## src/rtl/core/f8cv_pkg.sv

```systemverilog
// f8cv_pkg: shared types and constants for the FP8/FP32 converter.
// Depends on nothing.
package f8cv_pkg;

  localparam int unsigned WordW = 32;
  localparam int unsigned ByteW = 8;

  typedef enum logic {
    FMT_E4M3 = 1'b0,
    FMT_E5M2 = 1'b1
  } fmt_e;

  typedef enum logic {
    ACT_DECODE = 1'b0,
    ACT_ENCODE = 1'b1
  } act_e;

  localparam logic [WordW-1:0] Fp32Inf  = 32'h7F80_0000;
  localparam logic [WordW-1:0] Fp32QNan = 32'h7FC0_0000;
  localparam logic [6:0]       E5Inf    = 7'h7C;
  localparam logic [6:0]       E5Nan    = 7'h7D;
  localparam logic [6:0]       E4Sat    = 7'h7F;

  // stage 1 -> stage 2 classification of an encode request
  typedef struct packed {
    logic       sign;
    logic       zero;
    logic       infnan;
    logic       nan;
    logic       tiny;
    logic       big;
    logic       sub;
    logic [4:0] e;
    logic [2:0] m;
    logic       rnd;
  } enc_cls_t;

endpackage

```

## src/rtl/core/f8cv_stage1.sv

```systemverilog
// f8cv_stage1: first pipeline stage, decodes bytes and classifies words to encode.
// Depends on f8cv_pkg.
module f8cv_stage1 (
  input  logic                    fmt_i,
  input  logic [7:0]              byte_i,
  input  logic [31:0]             word_i,
  output logic [31:0]             dec_word_o,
  output f8cv_pkg::enc_cls_t      cls_o
);
  import f8cv_pkg::*;

  logic       s;
  logic [7:0] ef;
  logic [22:0] fm;
  logic [8:0] ue9;
  logic       stk4, stk5;
  logic [1:0] sh;
  logic [23:0] full;
  logic [23:0] shd;

  always_comb begin
    // decode
    dec_word_o = '0;
    if (fmt_i == FMT_E4M3) begin
      if (byte_i[6:0] == 7'd0) dec_word_o = {byte_i[7], 31'd0};
      else dec_word_o = {byte_i[7], 8'({4'd0, byte_i[6:3]} + 8'd119), byte_i[2:0], 20'd0};
    end else begin
      unique case (byte_i[6:2])
        5'd0: begin
          unique case (byte_i[1:0])
            2'd1: dec_word_o = {byte_i[7], 8'd111, 23'd0};
            2'd2: dec_word_o = {byte_i[7], 8'd112, 23'd0};
            2'd3: dec_word_o = {byte_i[7], 8'd112, 23'h40_0000};
            default: dec_word_o = {byte_i[7], 31'd0};
          endcase
        end
        5'd31: dec_word_o = {byte_i[7], (byte_i[1:0] == 2'd0) ? Fp32Inf[30:0] : Fp32QNan[30:0]};
        default: dec_word_o = {byte_i[7], 8'({3'd0, byte_i[6:2]} + 8'd112), byte_i[1:0], 21'd0};
      endcase
    end

    // encode classification; ue9 = exp - 127 as 9-bit signed
    s    = word_i[31];
    ef   = word_i[30:23];
    fm   = word_i[22:0];
    ue9  = {1'b0, ef} - 9'd127;
    stk4 = |fm[18:0];
    stk5 = |fm[19:0];
    sh   = 2'(9'd0 - ue9 - 9'd14);
    full = {1'b1, fm};
    shd  = full >> (5'd21 + {3'd0, sh});
    cls_o = '0;
    cls_o.sign   = s;
    cls_o.zero   = (word_i[30:0] == 31'd0);
    cls_o.infnan = (ef == 8'hFF);
    cls_o.nan    = (fm != 23'd0);
    if (fmt_i == FMT_E4M3) begin
      cls_o.tiny = (ef < 8'd119);
      cls_o.big  = (ef > 8'd134);
      cls_o.e    = 5'(ef - 8'd119);
      cls_o.m    = fm[22:20];
      cls_o.rnd  = fm[19] & (stk4 | fm[20]);
    end else begin
      cls_o.tiny = (ef < 8'd110);
      cls_o.sub  = (ef >= 8'd110) && (ef < 8'd113);
      cls_o.big  = (ef > 8'd142);
      cls_o.e    = 5'(ef - 8'd112);
      cls_o.m    = cls_o.sub ? {1'b0, shd[1:0]} : {1'b0, fm[22:21]};
      cls_o.rnd  = ~cls_o.sub & fm[20] & (stk5 | fm[21]);
    end
  end

endmodule

```

## src/rtl/core/f8cv_stage2.sv

```systemverilog
// f8cv_stage2: rounding and special-case selection for encode requests.
// Depends on f8cv_pkg.
module f8cv_stage2 (
  input  logic               fmt_i,
  input  f8cv_pkg::enc_cls_t cls_i,
  output logic [7:0]         byte_o
);
  import f8cv_pkg::*;

  logic [3:0] mr;
  logic [5:0] er;

  always_comb begin
    byte_o = '0;
    if (fmt_i == FMT_E4M3) begin
      mr = {1'b0, cls_i.m} + {3'd0, cls_i.rnd};
      er = {1'b0, cls_i.e} + {5'd0, mr[3]};
      priority if (cls_i.zero || (cls_i.tiny && !cls_i.infnan)) byte_o = {cls_i.sign, 7'd0};
      else if (cls_i.infnan || cls_i.big || er > 6'd15) byte_o = {cls_i.sign, E4Sat};
      else byte_o = {cls_i.sign, er[3:0], mr[2:0]};
    end else begin
      mr = {2'd0, cls_i.m[1:0]} + {3'd0, cls_i.rnd};
      er = {1'b0, cls_i.e} + {5'd0, mr[2]};
      priority if (cls_i.zero) byte_o = {cls_i.sign, 7'd0};
      else if (cls_i.infnan) byte_o = {cls_i.sign, cls_i.nan ? E5Nan : E5Inf};
      else if (cls_i.tiny) byte_o = {cls_i.sign, 7'd0};
      else if (cls_i.sub) byte_o = {cls_i.sign, 5'd0, cls_i.m[1:0]};
      else if (cls_i.big || er > 6'd30) byte_o = {cls_i.sign, E5Inf};
      else byte_o = {cls_i.sign, er[4:0], mr[1:0]};
    end
  end

endmodule

```

## src/rtl/core/fp8_fp32_format_converter.sv

```systemverilog
// fp8_fp32_format_converter: top level, three-stage pipeline.
// Depends on f8cv_pkg, f8cv_stage1, f8cv_stage2.
//
//  channel | valid / ready           | payload
//  cfg     | cfg_valid_i/cfg_ready_o | cfg_data_i (format_select)
//  in      | in_valid_i/in_ready_o   | action_i, byte_in_i, word_in_i
//  out     | out_valid_o/out_ready_i | word_out_o, byte_out_o
//
// One request per cycle when the output is not stalled; the stages classify and
// decode, pass through, and round into the output register.
// Every stage holds while the stage after it is full and stalled.
// Reset clears the stage valid bits and sets format_select to E4M3.
module fp8_fp32_format_converter (
  input  logic        clk_i,
  input  logic        rst_ni,
  input  logic        cfg_valid_i,
  output logic        cfg_ready_o,
  input  logic        cfg_data_i,
  input  logic        in_valid_i,
  output logic        in_ready_o,
  input  logic        action_i,
  input  logic [7:0]  byte_in_i,
  input  logic [31:0] word_in_i,
  output logic        out_valid_o,
  input  logic        out_ready_i,
  output logic [31:0] word_out_o,
  output logic [7:0]  byte_out_o
);
  import f8cv_pkg::*;

  logic fmt_q;
  logic v1_q, v2_q, v3_q;
  logic en1, en2, en3;
  logic a1_q, a2_q;
  logic [31:0] w1_q, w2_q, w3_q, dec_w;
  logic [7:0]  b3_q, enc_b;
  enc_cls_t c1_q, c2_q, cls;

  assign cfg_ready_o = 1'b1;

  assign en3 = ~v3_q | out_ready_i;
  assign en2 = ~v2_q | en3;
  assign en1 = ~v1_q | en2;
  assign in_ready_o = en1;

  f8cv_stage1 u_s1 (.fmt_i(fmt_q), .byte_i(byte_in_i), .word_i(word_in_i),
                    .dec_word_o(dec_w), .cls_o(cls));
  f8cv_stage2 u_s2 (.fmt_i(fmt_q), .cls_i(c2_q), .byte_o(enc_b));

  always_ff @(posedge clk_i or negedge rst_ni) begin
    if (!rst_ni) begin
      fmt_q <= FMT_E4M3;
      v1_q  <= 1'b0;
      v2_q  <= 1'b0;
      v3_q  <= 1'b0;
    end else begin
      if (cfg_valid_i) fmt_q <= cfg_data_i;
      if (en1) v1_q <= in_valid_i;
      if (en2) v2_q <= v1_q;
      if (en3) v3_q <= v2_q;
    end
  end

  always_ff @(posedge clk_i) begin
    if (en1 && in_valid_i) begin
      a1_q <= action_i;
      w1_q <= (action_i == ACT_DECODE) ? dec_w : '0;
      c1_q <= cls;
    end
    if (en2 && v1_q) begin
      a2_q <= a1_q;
      w2_q <= w1_q;
      c2_q <= c1_q;
    end
    if (en3 && v2_q) begin
      w3_q <= w2_q;
      b3_q <= (a2_q == ACT_ENCODE) ? enc_b : '0;
    end
  end

  assign out_valid_o = v3_q;
  assign word_out_o  = w3_q;
  assign byte_out_o  = b3_q;

  a_hold: assert property (@(posedge clk_i) disable iff (!rst_ni)
    out_valid_o && !out_ready_i |=> out_valid_o && $stable(word_out_o) && $stable(byte_out_o))
    else $error("output changed under stall");
  a_excl: assert property (@(posedge clk_i) disable iff (!rst_ni)
    out_valid_o |-> (word_out_o == 32'd0) || (byte_out_o == 8'd0))
    else $error("both result fields nonzero");
  a_flow: assert property (@(posedge clk_i) disable iff (!rst_ni)
    v2_q && !en3 |=> v2_q)
    else $error("stage two lost a request");

endmodule
```

## config.mk

```make
export PLATFORM = sky130hd
export DESIGN_NAME = fp8_fp32_format_converter
export DESIGN_NICKNAME = d
export VERILOG_FILES = /design/src/rtl/core/f8cv_pkg.sv /design/src/rtl/core/f8cv_stage1.sv /design/src/rtl/core/f8cv_stage2.sv /design/src/rtl/core/fp8_fp32_format_converter.sv
export SDC_FILE = /design/constraint.sdc
export NUM_CORES = 1
export LEC_CHECK = 0
export ABC_AREA = 1
export BUFFER_PORTS_ARGS = -buffer_cell sky130_fd_sc_hd__buf_2
export CORE_MARGIN = 2
export CORE_UTILIZATION = 49
export CTS_BUF_LIST = sky130_fd_sc_hd__clkbuf_8 sky130_fd_sc_hd__clkbuf_16
export CTS_CLUSTER_SIZE = 40
export DETAILED_ROUTE_END_ITERATION = 12
export GPL_TIMING_DRIVEN = 0
export PLACE_DENSITY_LB_ADDON = 0.3
export SLEW_MARGIN = 20
export SYNTH_ARGS = -nofsm -noshare
export SYNTH_HDL_FRONTEND = slang
export SYNTH_SLANG_ARGS = --single-unit
```

## constraint.sdc

```tcl
create_clock -name clk_i -period 2 [get_ports clk_i]
set_input_delay 0.2 -clock clk_i [delete_from_list [all_inputs] [get_ports clk_i]]
set_output_delay 0.2 -clock clk_i [all_outputs]
set_load 0.005 [all_outputs]
```

# --- After elaboration in Yosys (flattened, before gate mapping) ---
# Cells that the tools add are included.
totals:
  regBits: 142
  in_bits: 47
  word_cells: 102
classes:
  order_cmp: 8
  mux: 17
  n_reduce_logical: 17
  addsub: 12
  bitwise_logic: 12
  n_eq_ne: 5
  shift: 1
op_table:
  columns: ["cell", "n"]
  rows:
  - ["30-bit case mux with 3 select lines", 1]
  - ["31-bit 2-to-1 mux", 2]
  - ["31-bit case mux with 2 select lines", 1]
  - ["7-bit 2-to-1 mux", 8]
  - ["31-bit logical NOT", 1]
  - ["8-bit by 7-bit < comparator with 1-bit output, second input constant", 3]
  - ["24-bit by 5-bit right shift with 2-bit output", 1]
  - ["23-bit 2-to-1 mux", 1]
  - ["23-bit nonzero test", 1]
  - ["20-bit OR reduction", 1]
  - ["19-bit OR reduction", 1]
  - ["8-bit > comparator, second input constant", 2]
  - ["5-bit by 1-bit adder with 6-bit output", 2]
  - ["5-bit subtractor, second input constant", 2]
  - ["9-bit 2-to-1 mux", 1]
  - ["4-bit by 7-bit adder with 8-bit output, second input constant", 1]
  - ["5-bit by 7-bit adder with 8-bit output, second input constant", 1]
  - ["8-bit == test, second input constant", 1]
  - ["8-bit by 7-bit >= comparator with 1-bit output, second input constant", 1]
  - ["7-bit logical NOT", 1]
  - ["6-bit by 4-bit > comparator with 1-bit output, second input constant", 1]
  - ["6-bit by 5-bit > comparator with 1-bit output, second input constant", 1]
  - ["5-bit by 2-bit adder with 5-bit output, first input constant", 1]
  - ["5-bit == test, second input constant", 1]
  - ["other kinds (16)", 35]

# --- Depth between registers and ports, before layout ---
depth:
  word_depth: 10
  ltp_mapped: 14
  mapped_depth_nobuf: 14

# --- By module ---
# Synthesis repeated with hierarchy kept, for this count alone.
hier_totals:
  cells_unflattened: 518
  hier_area_um2: 6222.2
by_module_without_submodules:
  columns: ["module", "area_per_inst_um2", "instances", "seq_area_each_um2", "cells_per_inst"]
  rows:
  - ["fp8_fp32_format_converter", 4664.5, 1, 4244.1, 245]
  - ["f8cv_stage1", 1029.7, 1, 0.0, 182]
  - ["f8cv_stage2", 528.0, 1, 0.0, 91]

# --- Worst setup path before layout ---
# OpenSTA, ideal clock, no wires.
synth_path:
  kind: "flip-flop to flip-flop"
  from: "register c2_q[1] in the netlist's numbering"
  to: "register b3_q[3], in the netlist byte_out_o[3] (data pin)"
  required_ps: 1740
  path_stages_with_launch: 15
  n_path_buf: 0
  setup_ps: 260
  setup_slack_ps: -24
  arrival_time_ps: 1764
  path_cell_list: "edfxtp_1 > ha_1 > ha_1 > ha_1 > ha_1 > inv_1 > nand2_1 > nand2_1 > nor2_1 > nand3_1 > nand3_1 > nand2_1 > nand2_1 > nand2_1 > a21oi_1"
synth_via:
  elab_chain_cells: 10
synth_rtl:
  columns: ["item", "line", "source"]
  rows:
  - ["start: declaration", "fp8_fp32_format_converter.sv:37", "enc_cls_t c1_q, c2_q, cls;"]
  - ["start signal: assignment", "fp8_fp32_format_converter.sv:73", "c2_q <= c1_q;"]
  - ["2-bit by 1-bit adder with 3-bit output", "f8cv_stage2.sv:22", "mr = {2'd0, cls_i.m[1:0]} + {3'd0, cls_i.rnd};"]
  - ["5-bit by 1-bit adder with 6-bit output", "f8cv_stage2.sv:23", "er = {1'b0, cls_i.e} + {5'd0, mr[2]};"]
  - ["6-bit by 5-bit > comparator with 1-bit output", "f8cv_stage2.sv:28", "else if (cls_i.big || er > 6'd30) byte_o = {cls_i.sign, E5Inf};"]
  - ["1-bit logical OR", "f8cv_stage2.sv:28", null]
  - ["7-bit 2-to-1 mux", "f8cv_stage2.sv:28", null]
  - ["7-bit 2-to-1 mux", "f8cv_stage2.sv:27", "else if (cls_i.sub) byte_o = {cls_i.sign, 5'd0, cls_i.m[1:0]};"]
  - ["7-bit 2-to-1 mux", "f8cv_stage2.sv:26", "else if (cls_i.tiny) byte_o = {cls_i.sign, 7'd0};"]
  - ["7-bit 2-to-1 mux", "f8cv_stage2.sv:25", "else if (cls_i.infnan) byte_o = {cls_i.sign, cls_i.nan ? E5Nan : E5Inf};"]
  - ["7-bit 2-to-1 mux", "f8cv_stage2.sv:24", "priority if (cls_i.zero) byte_o = {cls_i.sign, 7'd0};"]
  - ["7-bit 2-to-1 mux *", "f8cv_stage2.sv:15", "if (fmt_i == FMT_E4M3) begin"]
  - ["end signal: assignment", "fp8_fp32_format_converter.sv:77", "b3_q <= (a2_q == ACT_ENCODE) ? enc_b : '0;"]
  - ["end: declaration", "fp8_fp32_format_converter.sv:36", "logic [7:0] b3_q, enc_b;"]
# Mark *: on every way between the ends. The rest lies on a longest branch, timed or not.
# A chain may end at the register's enable or synchronous reset.

# --- Worst setup path after layout ---
# Ends and elaborated chain as after synthesis.

==> flow_metrics.tcl <==
set metrics [dict create \
    synthArstFlopShare_pct 4.88 \
    synth_top_family_by_area "simple AND/OR/NAND/NOR gates" \
    yosysUniqueCellTypes 34 \
    end_kind "flop" \
    rsz0062_at_grt "true" \
    violations "setup timing" \
    cts_tree "yes" \
    io_pins 90 \
    yosysTopAreaCellShare_pct 60.0 \
    drc 0 \
    hp-class "in -> reg" \
    synth.largest_area_cell "edfxtp_1" \
    worst-endpoint-arrival_ns 2.24 \
    grt_max_degree 30 \
    synth_flop_cell "edfxtp_1" \
    netlist_instances 357 \
    ys_warn_count 0 \
    final_antenna_net_count 0 \
    core_area_mm2 0.00773 \
    fin_nets 522 \
    crit_type "reg -> reg" \
    slew_violations 0 \
    critPathMaxFanout 4 \
    multi_input_area_mm2 0.00133 \
    status "finished with violations" \
    skew_ns 0.00774 \
    drive_gt1_share_pct 31.3 \
    synth_xor_area_share_pct 1.79 \
    clock-sinks 82 \
    worst_slack_ns -0.134 \
    netlist_area_mm2 0.00391 \
    utilization_pct 62.6 \
    hold_ws_ns 0.0436 \
    die_w_um 93.3 \
    synth_compound_area_share_pct 8.04 \
    fin_tns_setup_ns -0.467 \
    power.leakage_nw 2.06 \
    worst_ep_required_time_ns 2.10 \
    finalHoldViolCount 0 \
    dr.pass1.iters 4 \
    clk_latency_ns 0.35 \
    rows 32 \
    fmax_ghz 0.469 \
    holdPathStages 1 \
    wl_mm 7.46 \
    ys_ff_latch 82 \
    pre_cts_ws_ns -0.206 \
    clock_path_buffers 2 \
    portBuffers 68 \
    maxCapViolCount 0 \
    worst_slew_pin_slew_ns 0.602 \
    die_h_um 93.3 \
    synth.area.mux_share_pct 0 \
    h-tree-depth 3 \
    fin_crit_ns 2.13 \
    synthAdderAreaFrac_pct 3.52 \
    synth-simple-area-share_pct 15.5 \
    hpwl_mm 4.99 \
    initial_core_util_pct 50.6 \
    antenna_found_initial 0 \
    synth_common_cells "78 x edfxtp_1, 69 x nand2_1, 38 x inv_1" \
    yosysMostFrequentCell "edfxtp_1" \
    cts.clk_slew.worst_paths_ns 0.08 \
    diodes 0 \
    drtIter0Drc 131 \
    busiest_layer "met2" \
    rr_worst_depth 14 \
    fin_crit_sh_pct 107 \
    use_met1_pct 21.6 \
    vdd_drop_max_mv 0.360 \
    setup-violations-final 6 \
    synthToLayoutAreaGrowth_pct 23.9 \
    gp_congestion 0.862 \
    use_met3_pct 4.35 \
    die_area_mm2 0.00870 \
    num_vias 2791 \
    relSlewSlack_pct 59.8 \
    numCtsBuffers 9 \
    grt_use_total_pct 17.9 \
    grt_pass1_wl_mm 12.1 \
    synthTopCellsByArea "edfxtp_1 60%, nand2_1 6.6%, buf_4 4.4%" \
    start_kind "flop" \
    fillers 607 \
    grt_pass1_vias 2667 \
    vias_per_cell 4.89 \
    cts_root_buf "clkbuf_8" \
    routedWlPerCell_um 13.1 \
    synth-edff-count 78 \
    syn_avg_cell_area_um2 10.9 \
    met2_usage_pct 30.5 \
    seqCellArea_mm2 0.00244 \
    power_density_mw_per_mm2 898 \
    ys_seq_area_share_pct 62.5 \
    grt.overflow.total 0 \
]
==> through the flow <==
stage	std cells	power, mW	area, µm²
global route	571	4.57	4840
floorplan	376	2.83	3980
global placement	546	3.09	4450
detailed placement	547	3.13	4470
finish	571	4.35	4840
CTS	568	4.29	4770
==> cell type report <==
cell class	count	share of cell area, %
clock inverters	7	1.27
repair inverters	1	0.155
clock buffers	9	2.56
well taps	102	2.64
inverters	38	3.10
multi-input cells	230	27.6
plain buffers	26	3.83
flip-flops and latches	82	50.5
repair buffers	76	8.40
==> per-layer routing <==
metal | wire, µm | part of all wire [%] | up-vias
met4 | 179 | 2.4 | 0
met5 | 0 | 0 | -
li1 | - | - | 1404
met3 | 494 | 6.6 | 17
met1 | 2960 | 40 | 1247
met2 | 3820 | 51 | 123
==> path summary, 6_finish.rpt <==
| path | from | end | slack [ns] |
|---|---|---|---|
| min reg2reg | c1_q[7] | c2_q[7] | 0.42 |
| min in group asynchronous | rst_ni | v2_q | 0.18 |
| max | c2_q[1] | byte_out_o[3] | -0.13 |
| min | word_in_i[31] | c1_q[15] | 0.04 |
| max in group asynchronous | rst_ni | fmt_q | 1.69 |
| max reg2reg | c2_q[1] | byte_out_o[3] | -0.13 |
==> logic make-up after synthesis <==
| group | count (synthesis) |
|---|---|
| other | 2 |
| flip-flops | 82 |
| adder cells (fa/ha/maj) | 11 |
| AND/OR/NAND/NOR | 136 |
| XOR/XNOR | 8 |
| buffers and inverters | 64 |
| AO/OA/AOI/OAI | 54 |
==> sequential cells by signal, summed over array words and instances, names as in the netlist, 8 cells and up <==
| signal | count |
|---|---|
| c2_q | 16 |
| c1_q | 16 |
| byte_out_o | 8 |
| word_out_o | 12 |
| w1_q | 12 |
| w2_q | 12 |
==> layout by cell type, fill, tap and decap left out, types with 5 or more instances in the layout <==
cell / count
a21oi_1: 17
buf_2: 69
buf_4: 29
clkbuf_8: 9
conb_1: 21
edfxtp_1: 78
ha_1: 5
ha_4: 5
inv_1: 36
nand2_1: 65
nand3_1: 13
nand3_2: 6
nand4_1: 8
nor2_1: 26
o21ai_0: 18
o21ai_1: 6
xor2_1: 7
==> power by group <==
part	switching (mW)	internal (mW)
Combinational	0.530	0.349
Clock	0.635	0.474
Sequential	0.108	2.25
==> worst max-delay path, stage by stage (launching register included) <==
cell and delay (ns):
edfxtp_1 0.46, ha_4 0.20, ha_4 0.17, ha_4 0.16, ha_4 0.17, inv_1 0.05
nand2_1 0.07, nand2_2 0.11, nor2_4 0.06, nand3_4 0.08, nand3_2 0.08, nand2_1 0.09
nand2_1 0.06, nand2_1 0.08, a21oi_2 0.05
==> repair_timing <==
| action | in CTS | in global routing |
|---|---|---|
| hold endpoints to repair | 4 | 0 |
| endpoints found under the setup margin | 7 | 65 |
| hold buffers | 1 | 0 |
| buffers inserted | 4 | 2 |
| cloned | 0 | 1 |
| gates resized for setup | 18 | 9 |
| pin swaps | 11 | 8 |
(Power assumes the default switching activity.)
